`src/rtl/thfd_pkg.sv`:
```
package thfd_pkg;

  // crc-8 used by the sensor: polynomial 0x31, start value 0xff, no final xor
  localparam logic [7:0] CRC_POLY = 8'h31;
  localparam logic [7:0] CRC_INIT = 8'hFF;

  // position of a word within the six-word frame
  localparam logic [2:0] POS_TEMP_HI  = 3'd0;
  localparam logic [2:0] POS_TEMP_LO  = 3'd1;
  localparam logic [2:0] POS_TEMP_CRC = 3'd2;
  localparam logic [2:0] POS_HUMI_HI  = 3'd3;
  localparam logic [2:0] POS_HUMI_LO  = 3'd4;
  localparam logic [2:0] POS_HUMI_CRC = 3'd5;

  // scaling constants
  localparam logic [14:0]        TEMP_GAIN   = 15'd17500;
  localparam logic [13:0]        HUMI_GAIN   = 14'd10000;
  localparam logic signed [31:0] TEMP_OFFSET = 32'sd294907500;  // 4500 * 65535
  localparam logic [16:0]        FULL_SCALE  = 17'd65535;

  // default depth of the queue between front and back
  localparam int QUEUE_DEPTH_DEFAULT = 2;

  // one complete frame handed from front to back
  typedef struct packed {
    logic [15:0] temp_word;
    logic [15:0] humi_word;
    logic        good;
  } job_t;

  // queue status seen by the front and the back
  typedef struct packed {
    logic full;
    logic empty;
  } queue_status_t;

  // one byte through the crc, msb first
  function automatic logic [7:0] crc_feed(input logic [7:0] crc, input logic [7:0] data);
    logic [7:0] c;
    c = crc ^ data;
    for (int i = 0; i < 8; i++) begin
      if (c[7]) begin
        c = {c[6:0], 1'b0} ^ CRC_POLY;
      end else begin
        c = {c[6:0], 1'b0};
      end
    end
    return c;
  endfunction

endpackage

```
`src/rtl/thfd_in_if.sv`:
```
interface thfd_in_if;
  logic       valid;
  logic       ready;
  logic [7:0] rx_byte;
  logic       frame_start;

  modport source (output valid, output rx_byte, output frame_start, input ready);
  modport sink   (input valid, input rx_byte, input frame_start, output ready);
endinterface

```
`src/rtl/thfd_out_if.sv`:
```
interface thfd_out_if;
  logic               valid;
  logic               ready;
  logic signed [14:0] temperature_centi;
  logic [13:0]        humidity_centi;
  logic               status;

  modport source (output valid, output temperature_centi, output humidity_centi,
                  output status, input ready);
  modport sink   (input valid, input temperature_centi, input humidity_centi,
                  input status, output ready);
endinterface

```
`src/rtl/thfd_front.sv`:
```
module thfd_front
  import thfd_pkg::*;
(
  input  logic          clk,
  input  logic          rst,
  thfd_in_if.sink       in_ch,
  input  queue_status_t q_status,
  output logic          push,
  output job_t          push_job
);

  logic [2:0] byte_count;
  logic [7:0] crc_running;
  logic [7:0] word_high;
  logic [15:0] temp_word;
  logic        temp_crc_good;
  logic [15:0] humi_word;

  logic [2:0] pos;
  logic       accept;
  logic [7:0] crc_feed_out;
  logic       crc_match;

  // take a word whenever the queue can hold a finished frame
  assign in_ch.ready = !q_status.full;
  assign accept      = in_ch.valid && in_ch.ready;

  // frame position, resynchronised by frame_start
  always_comb begin
    if (in_ch.frame_start || byte_count > POS_HUMI_CRC) begin
      pos = POS_TEMP_HI;
    end else begin
      pos = byte_count;
    end
  end

  // crc of the next word, restarting at the high word of each pair
  always_comb begin
    if (pos == POS_TEMP_HI || pos == POS_HUMI_HI) begin
      crc_feed_out = crc_feed(CRC_INIT, in_ch.rx_byte);
    end else begin
      crc_feed_out = crc_feed(crc_running, in_ch.rx_byte);
    end
  end

  assign crc_match = (crc_running == in_ch.rx_byte);

  // frame complete: hand it to the back
  assign push               = accept && (pos == POS_HUMI_CRC);
  assign push_job.temp_word = temp_word;
  assign push_job.humi_word = humi_word;
  assign push_job.good      = temp_crc_good && crc_match;

  // frame assembly state
  always_ff @(posedge clk) begin
    if (rst) begin
      byte_count    <= POS_TEMP_HI;
      crc_running   <= CRC_INIT;
      word_high     <= '0;
      temp_word     <= '0;
      temp_crc_good <= 1'b0;
      humi_word     <= '0;
    end else if (accept) begin
      unique case (pos)
        POS_TEMP_HI, POS_HUMI_HI: begin
          word_high   <= in_ch.rx_byte;
          crc_running <= crc_feed_out;
          byte_count  <= pos + 3'd1;
        end
        POS_TEMP_LO: begin
          temp_word   <= {word_high, in_ch.rx_byte};
          crc_running <= crc_feed_out;
          byte_count  <= pos + 3'd1;
        end
        POS_HUMI_LO: begin
          humi_word   <= {word_high, in_ch.rx_byte};
          crc_running <= crc_feed_out;
          byte_count  <= pos + 3'd1;
        end
        POS_TEMP_CRC: begin
          temp_crc_good <= crc_match;
          crc_running   <= CRC_INIT;
          byte_count    <= pos + 3'd1;
        end
        default: begin
          crc_running <= CRC_INIT;
          byte_count  <= POS_TEMP_HI;
        end
      endcase
    end
  end

endmodule

```
`src/rtl/thfd_queue.sv`:
```
module thfd_queue
  import thfd_pkg::*;
#(
  parameter int QueueDepth = QUEUE_DEPTH_DEFAULT
) (
  input  logic          clk,
  input  logic          rst,
  input  logic          push,
  input  job_t          push_job,
  input  logic          pop,
  output job_t          pop_job,
  output queue_status_t q_status
);

  localparam int PtrW = (QueueDepth > 1) ? $clog2(QueueDepth) : 1;
  localparam int CntW = $clog2(QueueDepth + 1);

  job_t            entries [QueueDepth];
  logic [PtrW-1:0] wr_ptr;
  logic [PtrW-1:0] rd_ptr;
  logic [CntW-1:0] count;

  assign q_status.full  = (count == CntW'(QueueDepth));
  assign q_status.empty = (count == '0);
  assign pop_job        = entries[rd_ptr];

  // storage, written at the tail
  always_ff @(posedge clk) begin
    if (push) begin
      entries[wr_ptr] <= push_job;
    end
  end

  // pointers and fill count
  always_ff @(posedge clk) begin
    if (rst) begin
      wr_ptr <= '0;
      rd_ptr <= '0;
      count  <= '0;
    end else begin
      if (push) begin
        wr_ptr <= (wr_ptr == PtrW'(QueueDepth - 1)) ? '0 : wr_ptr + PtrW'(1);
      end
      if (pop) begin
        rd_ptr <= (rd_ptr == PtrW'(QueueDepth - 1)) ? '0 : rd_ptr + PtrW'(1);
      end
      if (push && !pop) begin
        count <= count + CntW'(1);
      end else if (pop && !push) begin
        count <= count - CntW'(1);
      end
    end
  end

endmodule

```
`src/rtl/thfd_back.sv`:
```
module thfd_back
  import thfd_pkg::*;
(
  input  logic          clk,
  input  logic          rst,
  input  queue_status_t q_status,
  input  job_t          pop_job,
  output logic          pop,
  thfd_out_if.source    out_ch
);

  logic advance;

  // stage 1: products
  logic        s1_valid;
  logic [30:0] s1_temp_prod;
  logic [29:0] s1_humi_prod;
  logic        s1_good;

  // stage 2: offset removed, sign split off
  logic        s2_valid;
  logic        s2_neg;
  logic [29:0] s2_temp_mag;
  logic [29:0] s2_humi_prod;
  logic        s2_good;
  logic signed [31:0] temp_diff;

  // stage 3: quotient estimate and remainder for divide by 65535
  logic        s3_valid;
  logic        s3_neg;
  logic [13:0] s3_temp_q;
  logic [16:0] s3_temp_r;
  logic [13:0] s3_humi_q;
  logic [16:0] s3_humi_r;
  logic        s3_good;

  logic [14:0] temp_quot;
  logic [13:0] humi_quot;

  // the whole pipe moves unless a result is held at the output
  assign advance = !out_ch.valid || out_ch.ready;
  assign pop     = advance && !q_status.empty;

  assign temp_diff = $signed({1'b0, s1_temp_prod}) - TEMP_OFFSET;

  // final correction: remainder is below twice the divisor
  assign temp_quot = 15'(s3_temp_q) + 15'(s3_temp_r >= FULL_SCALE);
  assign humi_quot = s3_humi_q + 14'(s3_humi_r >= FULL_SCALE);

  // stage valid flags and output valid
  always_ff @(posedge clk) begin
    if (rst) begin
      s1_valid     <= 1'b0;
      s2_valid     <= 1'b0;
      s3_valid     <= 1'b0;
      out_ch.valid <= 1'b0;
    end else if (advance) begin
      s1_valid     <= pop;
      s2_valid     <= s1_valid;
      s3_valid     <= s2_valid;
      out_ch.valid <= s3_valid;
    end
  end

  // datapath registers
  always_ff @(posedge clk) begin
    if (advance) begin
      s1_temp_prod <= 31'(pop_job.temp_word) * 31'(TEMP_GAIN);
      s1_humi_prod <= 30'(pop_job.humi_word) * 30'(HUMI_GAIN);
      s1_good      <= pop_job.good;

      s2_neg       <= temp_diff[31];
      s2_temp_mag  <= temp_diff[31] ? 30'(-temp_diff) : 30'(temp_diff);
      s2_humi_prod <= s1_humi_prod;
      s2_good      <= s1_good;

      s3_neg    <= s2_neg;
      s3_temp_q <= s2_temp_mag[29:16];
      s3_temp_r <= {1'b0, s2_temp_mag[15:0]} + 17'(s2_temp_mag[29:16]);
      s3_humi_q <= s2_humi_prod[29:16];
      s3_humi_r <= {1'b0, s2_humi_prod[15:0]} + 17'(s2_humi_prod[29:16]);
      s3_good   <= s2_good;

      if (s3_valid) begin
        if (s3_good) begin
          out_ch.temperature_centi <= s3_neg ? $signed(-temp_quot) : $signed(temp_quot);
          out_ch.humidity_centi    <= humi_quot;
          out_ch.status            <= 1'b0;
        end else begin
          out_ch.temperature_centi <= '0;
          out_ch.humidity_centi    <= '0;
          out_ch.status            <= 1'b1;
        end
      end
    end
  end

endmodule

```
`src/rtl/temp_humidity_frame_decoder.sv`:
```
// Sensor frame decoder: checks and scales one temperature/humidity measurement.
// in_ch carries one frame word per transfer, in the order temperature high,
// temperature low, temperature crc, humidity high, humidity low, humidity crc.
// frame_start high marks a word as the temperature high word and resyncs the count.
// out_ch carries one result per frame: temperature and humidity in hundredths,
// and status 1 (with both values zero) when either crc-8 (0x31, init 0xff) fails.
// Throughput: one input word per cycle. The front takes a word every cycle
// while the frame queue has room; only a full queue drops in_ch.ready.
// The edge that takes the sixth word writes the queue; the frame then passes
// through the three pipeline stages in the back and the output register.
// The back is a three-stage pipeline (constant multiply, offset and sign,
// divide by 65535 via shift-add and one correction) that handles one frame a cycle
// while out_ch is not stalled. When out_ch is stalled the back pipe freezes, the
// queue fills, and with QueueDepth frames waiting the input stalls too; nothing is lost.
// Reset (rst, synchronous) empties the queue and pipe and restarts the count
// at the temperature high word.
module temp_humidity_frame_decoder
  import thfd_pkg::*;
#(
  parameter int QueueDepth = QUEUE_DEPTH_DEFAULT
) (
  input  logic       clk,
  input  logic       rst,
  thfd_in_if.sink    in_ch,
  thfd_out_if.source out_ch
);

  logic          push;
  job_t          push_job;
  logic          pop;
  job_t          pop_job;
  queue_status_t q_status;

  // front: frame assembly and crc check
  thfd_front u_front (
    .clk      (clk),
    .rst      (rst),
    .in_ch    (in_ch),
    .q_status (q_status),
    .push     (push),
    .push_job (push_job)
  );

  // queue of finished frames
  thfd_queue #(
    .QueueDepth (QueueDepth)
  ) u_queue (
    .clk      (clk),
    .rst      (rst),
    .push     (push),
    .push_job (push_job),
    .pop      (pop),
    .pop_job  (pop_job),
    .q_status (q_status)
  );

  // back: scaling pipeline and output register
  thfd_back u_back (
    .clk      (clk),
    .rst      (rst),
    .q_status (q_status),
    .pop_job  (pop_job),
    .pop      (pop),
    .out_ch   (out_ch)
  );

  // a finished frame never meets a full queue
  assert property (@(posedge clk) disable iff (rst) !(push && q_status.full))
    else $error("frame pushed into full queue");

  // the back never pops an empty queue
  assert property (@(posedge clk) disable iff (rst) !(pop && q_status.empty))
    else $error("pop from empty queue");

  // a failed frame carries zero values
  assert property (@(posedge clk) disable iff (rst)
    out_ch.valid && out_ch.status |->
      out_ch.temperature_centi == '0 && out_ch.humidity_centi == '0)
    else $error("crc failure with nonzero values");

  // humidity stays within full scale
  assert property (@(posedge clk) disable iff (rst)
    out_ch.valid |-> out_ch.humidity_centi <= 14'd10000)
    else $error("humidity above full scale");

endmodule
```
`src/flat_wrapper.sv`:
```
// flat-port wrapper written by rule: the top's interface ports become plain ports
module temp_humidity_frame_decoder_flat import thfd_pkg::*;
#(
  parameter int QueueDepth = QUEUE_DEPTH_DEFAULT
)
  (clk, rst, in_ch_valid, in_ch_rx_byte, in_ch_frame_start, in_ch_ready, out_ch_valid, out_ch_temperature_centi, out_ch_humidity_centi, out_ch_status, out_ch_ready);
  thfd_in_if in_ch_i ();
  thfd_out_if out_ch_i ();
  input  logic clk;
  input  logic rst;
  input wire logic [$bits(in_ch_i.valid)-1:0] in_ch_valid;
  input wire logic [$bits(in_ch_i.rx_byte)-1:0] in_ch_rx_byte;
  input wire logic [$bits(in_ch_i.frame_start)-1:0] in_ch_frame_start;
  output wire logic [$bits(in_ch_i.ready)-1:0] in_ch_ready;
  output wire logic [$bits(out_ch_i.valid)-1:0] out_ch_valid;
  output wire logic [$bits(out_ch_i.temperature_centi)-1:0] out_ch_temperature_centi;
  output wire logic [$bits(out_ch_i.humidity_centi)-1:0] out_ch_humidity_centi;
  output wire logic [$bits(out_ch_i.status)-1:0] out_ch_status;
  input wire logic [$bits(out_ch_i.ready)-1:0] out_ch_ready;
  assign in_ch_i.valid = in_ch_valid;
  assign in_ch_i.rx_byte = in_ch_rx_byte;
  assign in_ch_i.frame_start = in_ch_frame_start;
  assign in_ch_ready = in_ch_i.ready;
  assign out_ch_valid = out_ch_i.valid;
  assign out_ch_temperature_centi = out_ch_i.temperature_centi;
  assign out_ch_humidity_centi = out_ch_i.humidity_centi;
  assign out_ch_status = out_ch_i.status;
  assign out_ch_i.ready = out_ch_ready;
  temp_humidity_frame_decoder #(.QueueDepth(QueueDepth)) u_core (.clk(clk), .rst(rst), .in_ch(in_ch_i), .out_ch(out_ch_i));
endmodule
```
`config.mk`:
```
export PLATFORM = sky130hd
export DESIGN_NAME = temp_humidity_frame_decoder_flat
export DESIGN_NICKNAME = d
export VERILOG_FILES = /design/src/rtl/thfd_pkg.sv /design/src/rtl/thfd_in_if.sv /design/src/rtl/thfd_out_if.sv /design/src/rtl/thfd_front.sv /design/src/rtl/thfd_queue.sv /design/src/rtl/thfd_back.sv /design/src/rtl/temp_humidity_frame_decoder.sv /design/src/flat_wrapper.sv
export SDC_FILE = /design/constraint.sdc
export NUM_CORES = 1
export LEC_CHECK = 0
export BUFFER_PORTS_ARGS = -buffer_cell sky130_fd_sc_hd__buf_2
export CORE_ASPECT_RATIO = 1.4
export CORE_MARGIN = 4
export CORE_UTILIZATION = 30
export DETAILED_ROUTE_END_ITERATION = 10
export HOLD_SLACK_MARGIN = 0.03
export PLACE_DENSITY = 0.56
export SYNTH_ARGS = -nofsm -noshare
export SYNTH_HDL_FRONTEND = slang
export SYNTH_SLANG_ARGS = --single-unit
```
`constraint.sdc`:
```
create_clock -name clk -period 8.35 [get_ports clk]
set_clock_uncertainty 0.1 [all_clocks]
set_input_delay 1.67 -clock clk [delete_from_list [all_inputs] [get_ports clk]]
set_output_delay 1.67 -clock clk [all_outputs]
set_load 0.1 [all_outputs]
```
==> flow_summary.json <==
{
  "status": "finished, final reports clean",
  "postCtsHoldBufs": 0,
  "report.final.slew_viol_count": 0,
  "dieArea_sq_mm": 0.07204,
  "synth_most_common_cell": "edfxtp_1",
  "dp_hpwl_mm": 29.73,
  "clock.fmax_mhz": 161.6,
  "hold_violations": 0,
  "grt_pass1_vias": 12930,
  "cp_data_required_time_ps": 8530,
  "synth_area_per_cell_sq_um": 11.09,
  "rsz0062_at_grt": "no",
  "drc_errors": 0,
  "setup_viol": 0,
  "fp.coreArea_sq_mm": 0.06684,
  "cp_num_buf_inv": 1,
  "netlist_area_sq_mm": 0.02032,
  "layout_min_cycle_time_ps": 6187,
  "cts_resized": 0,
  "wl_per_cell_um": 13.82,
  "wl_mm": 38.02,
  "synth_common_cells": "edfxtp_1 (266), inv_1 (234), ha_1 (202)",
  "ys_ff_latch": 327,
  "viasPerCell": 4.593,
  "drt_pre_antenna_iters": 5,
  "fin_util_pct": 33.99,
  "clk_latency_ps": 530,
  "drive_gt1_share_pct": 7.644,
  "crit_path_start_kind": "flop",
  "cp_slowest_cell": "dfxtp_2",
  "chipWidth_um": 228.0,
  "synth_cell_types": 82,
  "hold_class": "reg2reg",
  "vias": 12640,
  "crit_path_max_fanout": 23,
  "fp.dieH_um": 316.0,
  "drtAntennaViolNets": 0,
  "cpPeakStageDelay_ps": 750,
  "place_congestion": 0.8679,
  "relSlewSlack_pct": 29.64,
  "cts_buffer_depth": 3,
  "antenna_cells": 0,
  "post-route-period-util_pct": 74.10,
  "timing.setup.tns_ps": 0,
  "yosysSeqAreaShare_pct": 45.31,
  "synth_edf_count": 266,
  "ys.flop_type": "edfxtp_1",
  "path_clk_slew_ps": 60,
  "htree_levels": 2,
  "synth_largest_area_cell": "edfxtp_1",
  "cts.sinks": 327,
  "synth_area_leaders": "edfxtp_1 (39%), ha_1 (12%), fa_1 (8.1%), dfxtp_1 (6.0%), xnor2_1 (5.1%)",
  "root_buffer": "clkbuf_16",
  "io_pins": 45,
  "top_layer_used": "met4",
  "crit_type": "reg2reg",
  "cts_tree": "done",
  "grt_pass1_wl_mm": 63.29,
  "worst_pin_slew_ps": 1055,
  "route.met2.wl_mm": 19.94,
  "grt_overflow": 0,
  "cap_viol_max_count": 0,
  "wl_met3_mm": 1.252,
  "cp_cell_sequence": "mux2i_1, inv_1, ha_1, fa_1, ha_1, ha_1, fa_1, fa_1, a211oi_1, o21ai_0, a2111o_1, a21oi_1, a21oi_1, a21o_1, a21oi_1, xnor2_1",
  "netlist_instances": 1832,
  "synth_top_area_share_pct": 39.30,
  "ys.warnings.count": 0,
  "cts-buffers-inserted": 36,
  "nNetsFinal": 2169,
  "drt-initial-drc-count": 535,
  "cp.arrival_ps": 6360,
  "track_usage_pct": 10.55,
  "async_flop_share_pct": 0,
  "end_kind": "flop",
  "post-cts-setup-buffer-count": 0,
  "critical_path.top_delay_family": "adder cells",
  "grt_max_degree": 79,
  "area_delta_synth_final_pct": 11.79,
  "initial_utilization_pct": 30.41,
  "met1_length_mm": 15.75,
  "io_buffer_count": 44,
  "row_count": 112,
  "syn_nets": 2129,
  "grt_antenna_before_repair": 0,
  "n_fill_cell": 6574
}
-- placed cells by master (no fill, tap or decap), types with 9 or more instances in the layout --
cell type    n
nor3_1      28
a31oi_1     10
nor2_1     109
inv_1      234
mux2i_1     25
a21o_1      14
xnor2_1    118
o31ai_1      9
or3_1       10
and3_1      15
dfxtp_1     60
and2_1       9
nand4_1     19
o21ai_0     52
o211ai_1    10
a21oi_1    106
ha_1       202
edfxtp_1   266
clkbuf_16   36
o21a_1      15
fa_1        82
buf_2       44
nand2_1    140
o22ai_1     10
nand2b_1    17
xor2_1      61
nor2b_1     13
nand3_1     38
o21bai_1     9
mux2_2      11
-- through the flow --
stage          hold slack, ps  cells  instance area [sq um]  setup slack, ps
2_1_floorplan           300.3   1832                  20330             2473
3_3_place_gp            305.1   2689                  21480             2198
3_5_place_dp            304.5   2689                  21480             2132
4_1_cts                 319.1   2752                  22720             2121
5_1_grt                 328.1   2752                  22720             1736
6_report                315.4   2752                  22720             2163
-- metal layers --
metal	global-route usage, %	up-vias
met2	20.24	191
met1	11.71	5950
met4	3.662	0
li1	-	6432
met3	1.875	67
met5	0	-
-- area by class of cell --
| cell class | count | area [sq um] | area share, % |
|---|---|---|---|
| clock buffers | 41 | 939.7 | 4.136 |
| clock inverters | 22 | 302.8 | 1.333 |
| inverters | 236 | 885.9 | 3.899 |
| multi-input cells | 1221 | 10050 | 44.22 |
| flip-flops and latches | 327 | 9210 | 40.54 |
| well taps | 855 | 1070 | 4.708 |
| repair buffers | 50 | 265.3 | 1.167 |
-- flip-flops by register name (all words and copies together), names as in the netlist, 2 cells and up, named ones only --
name / cells
u_core.u_front.word_high: 8
u_core.u_queue.entries: 66
u_core.u_back.s3_temp_q: 14
u_core.u_queue.count: 2
u_core.u_front.temp_word: 16
u_core.u_front.humi_word: 16
u_core.u_back.s1_humi_prod: 26
u_core.u_back.s1_temp_prod: 29
u_core.u_front.byte_count: 3
u_core.u_back.s3_humi_q: 14
u_core.u_front.crc_running: 8
u_core.u_back.out_ch.humidity_centi: 14
u_core.u_back.s3_humi_r: 13
u_core.u_back.s2_humi_prod: 26
u_core.u_back.s3_temp_r: 15
u_core.u_back.s2_temp_mag: 28
u_core.u_back.out_ch.temperature_centi: 15
-- path summary, 6_finish.rpt --
check                                startpoint                              to  slack, ps  depth (start not counted)
setup reg to reg                           flop  u_core.u_back.s1_temp_prod[26]       2160                         16
setup / recovery                           flop  u_core.u_back.s1_temp_prod[26]       2160                         16
hold reg to reg   u_core.u_back.s1_humi_prod[7]   u_core.u_back.s2_humi_prod[7]        320                          0
hold / removal    u_core.u_back.s1_humi_prod[7]   u_core.u_back.s2_humi_prod[7]        320                          0
-- cells by family after synthesis --
group                    share of synthesized area, %
multiplexers                                    1.896
AO/OA/AOI/OAI                                   9.123
XOR/XNOR                                        7.714
adder cells (fa/ha/maj)                         20.51
flip-flops                                      45.31
buffers and inverters                           5.319
AND/OR/NAND/NOR                                 10.13
Power is not shown: default switching activity piles up to over one toggle a cycle in this logic, so the estimate is an artifact.
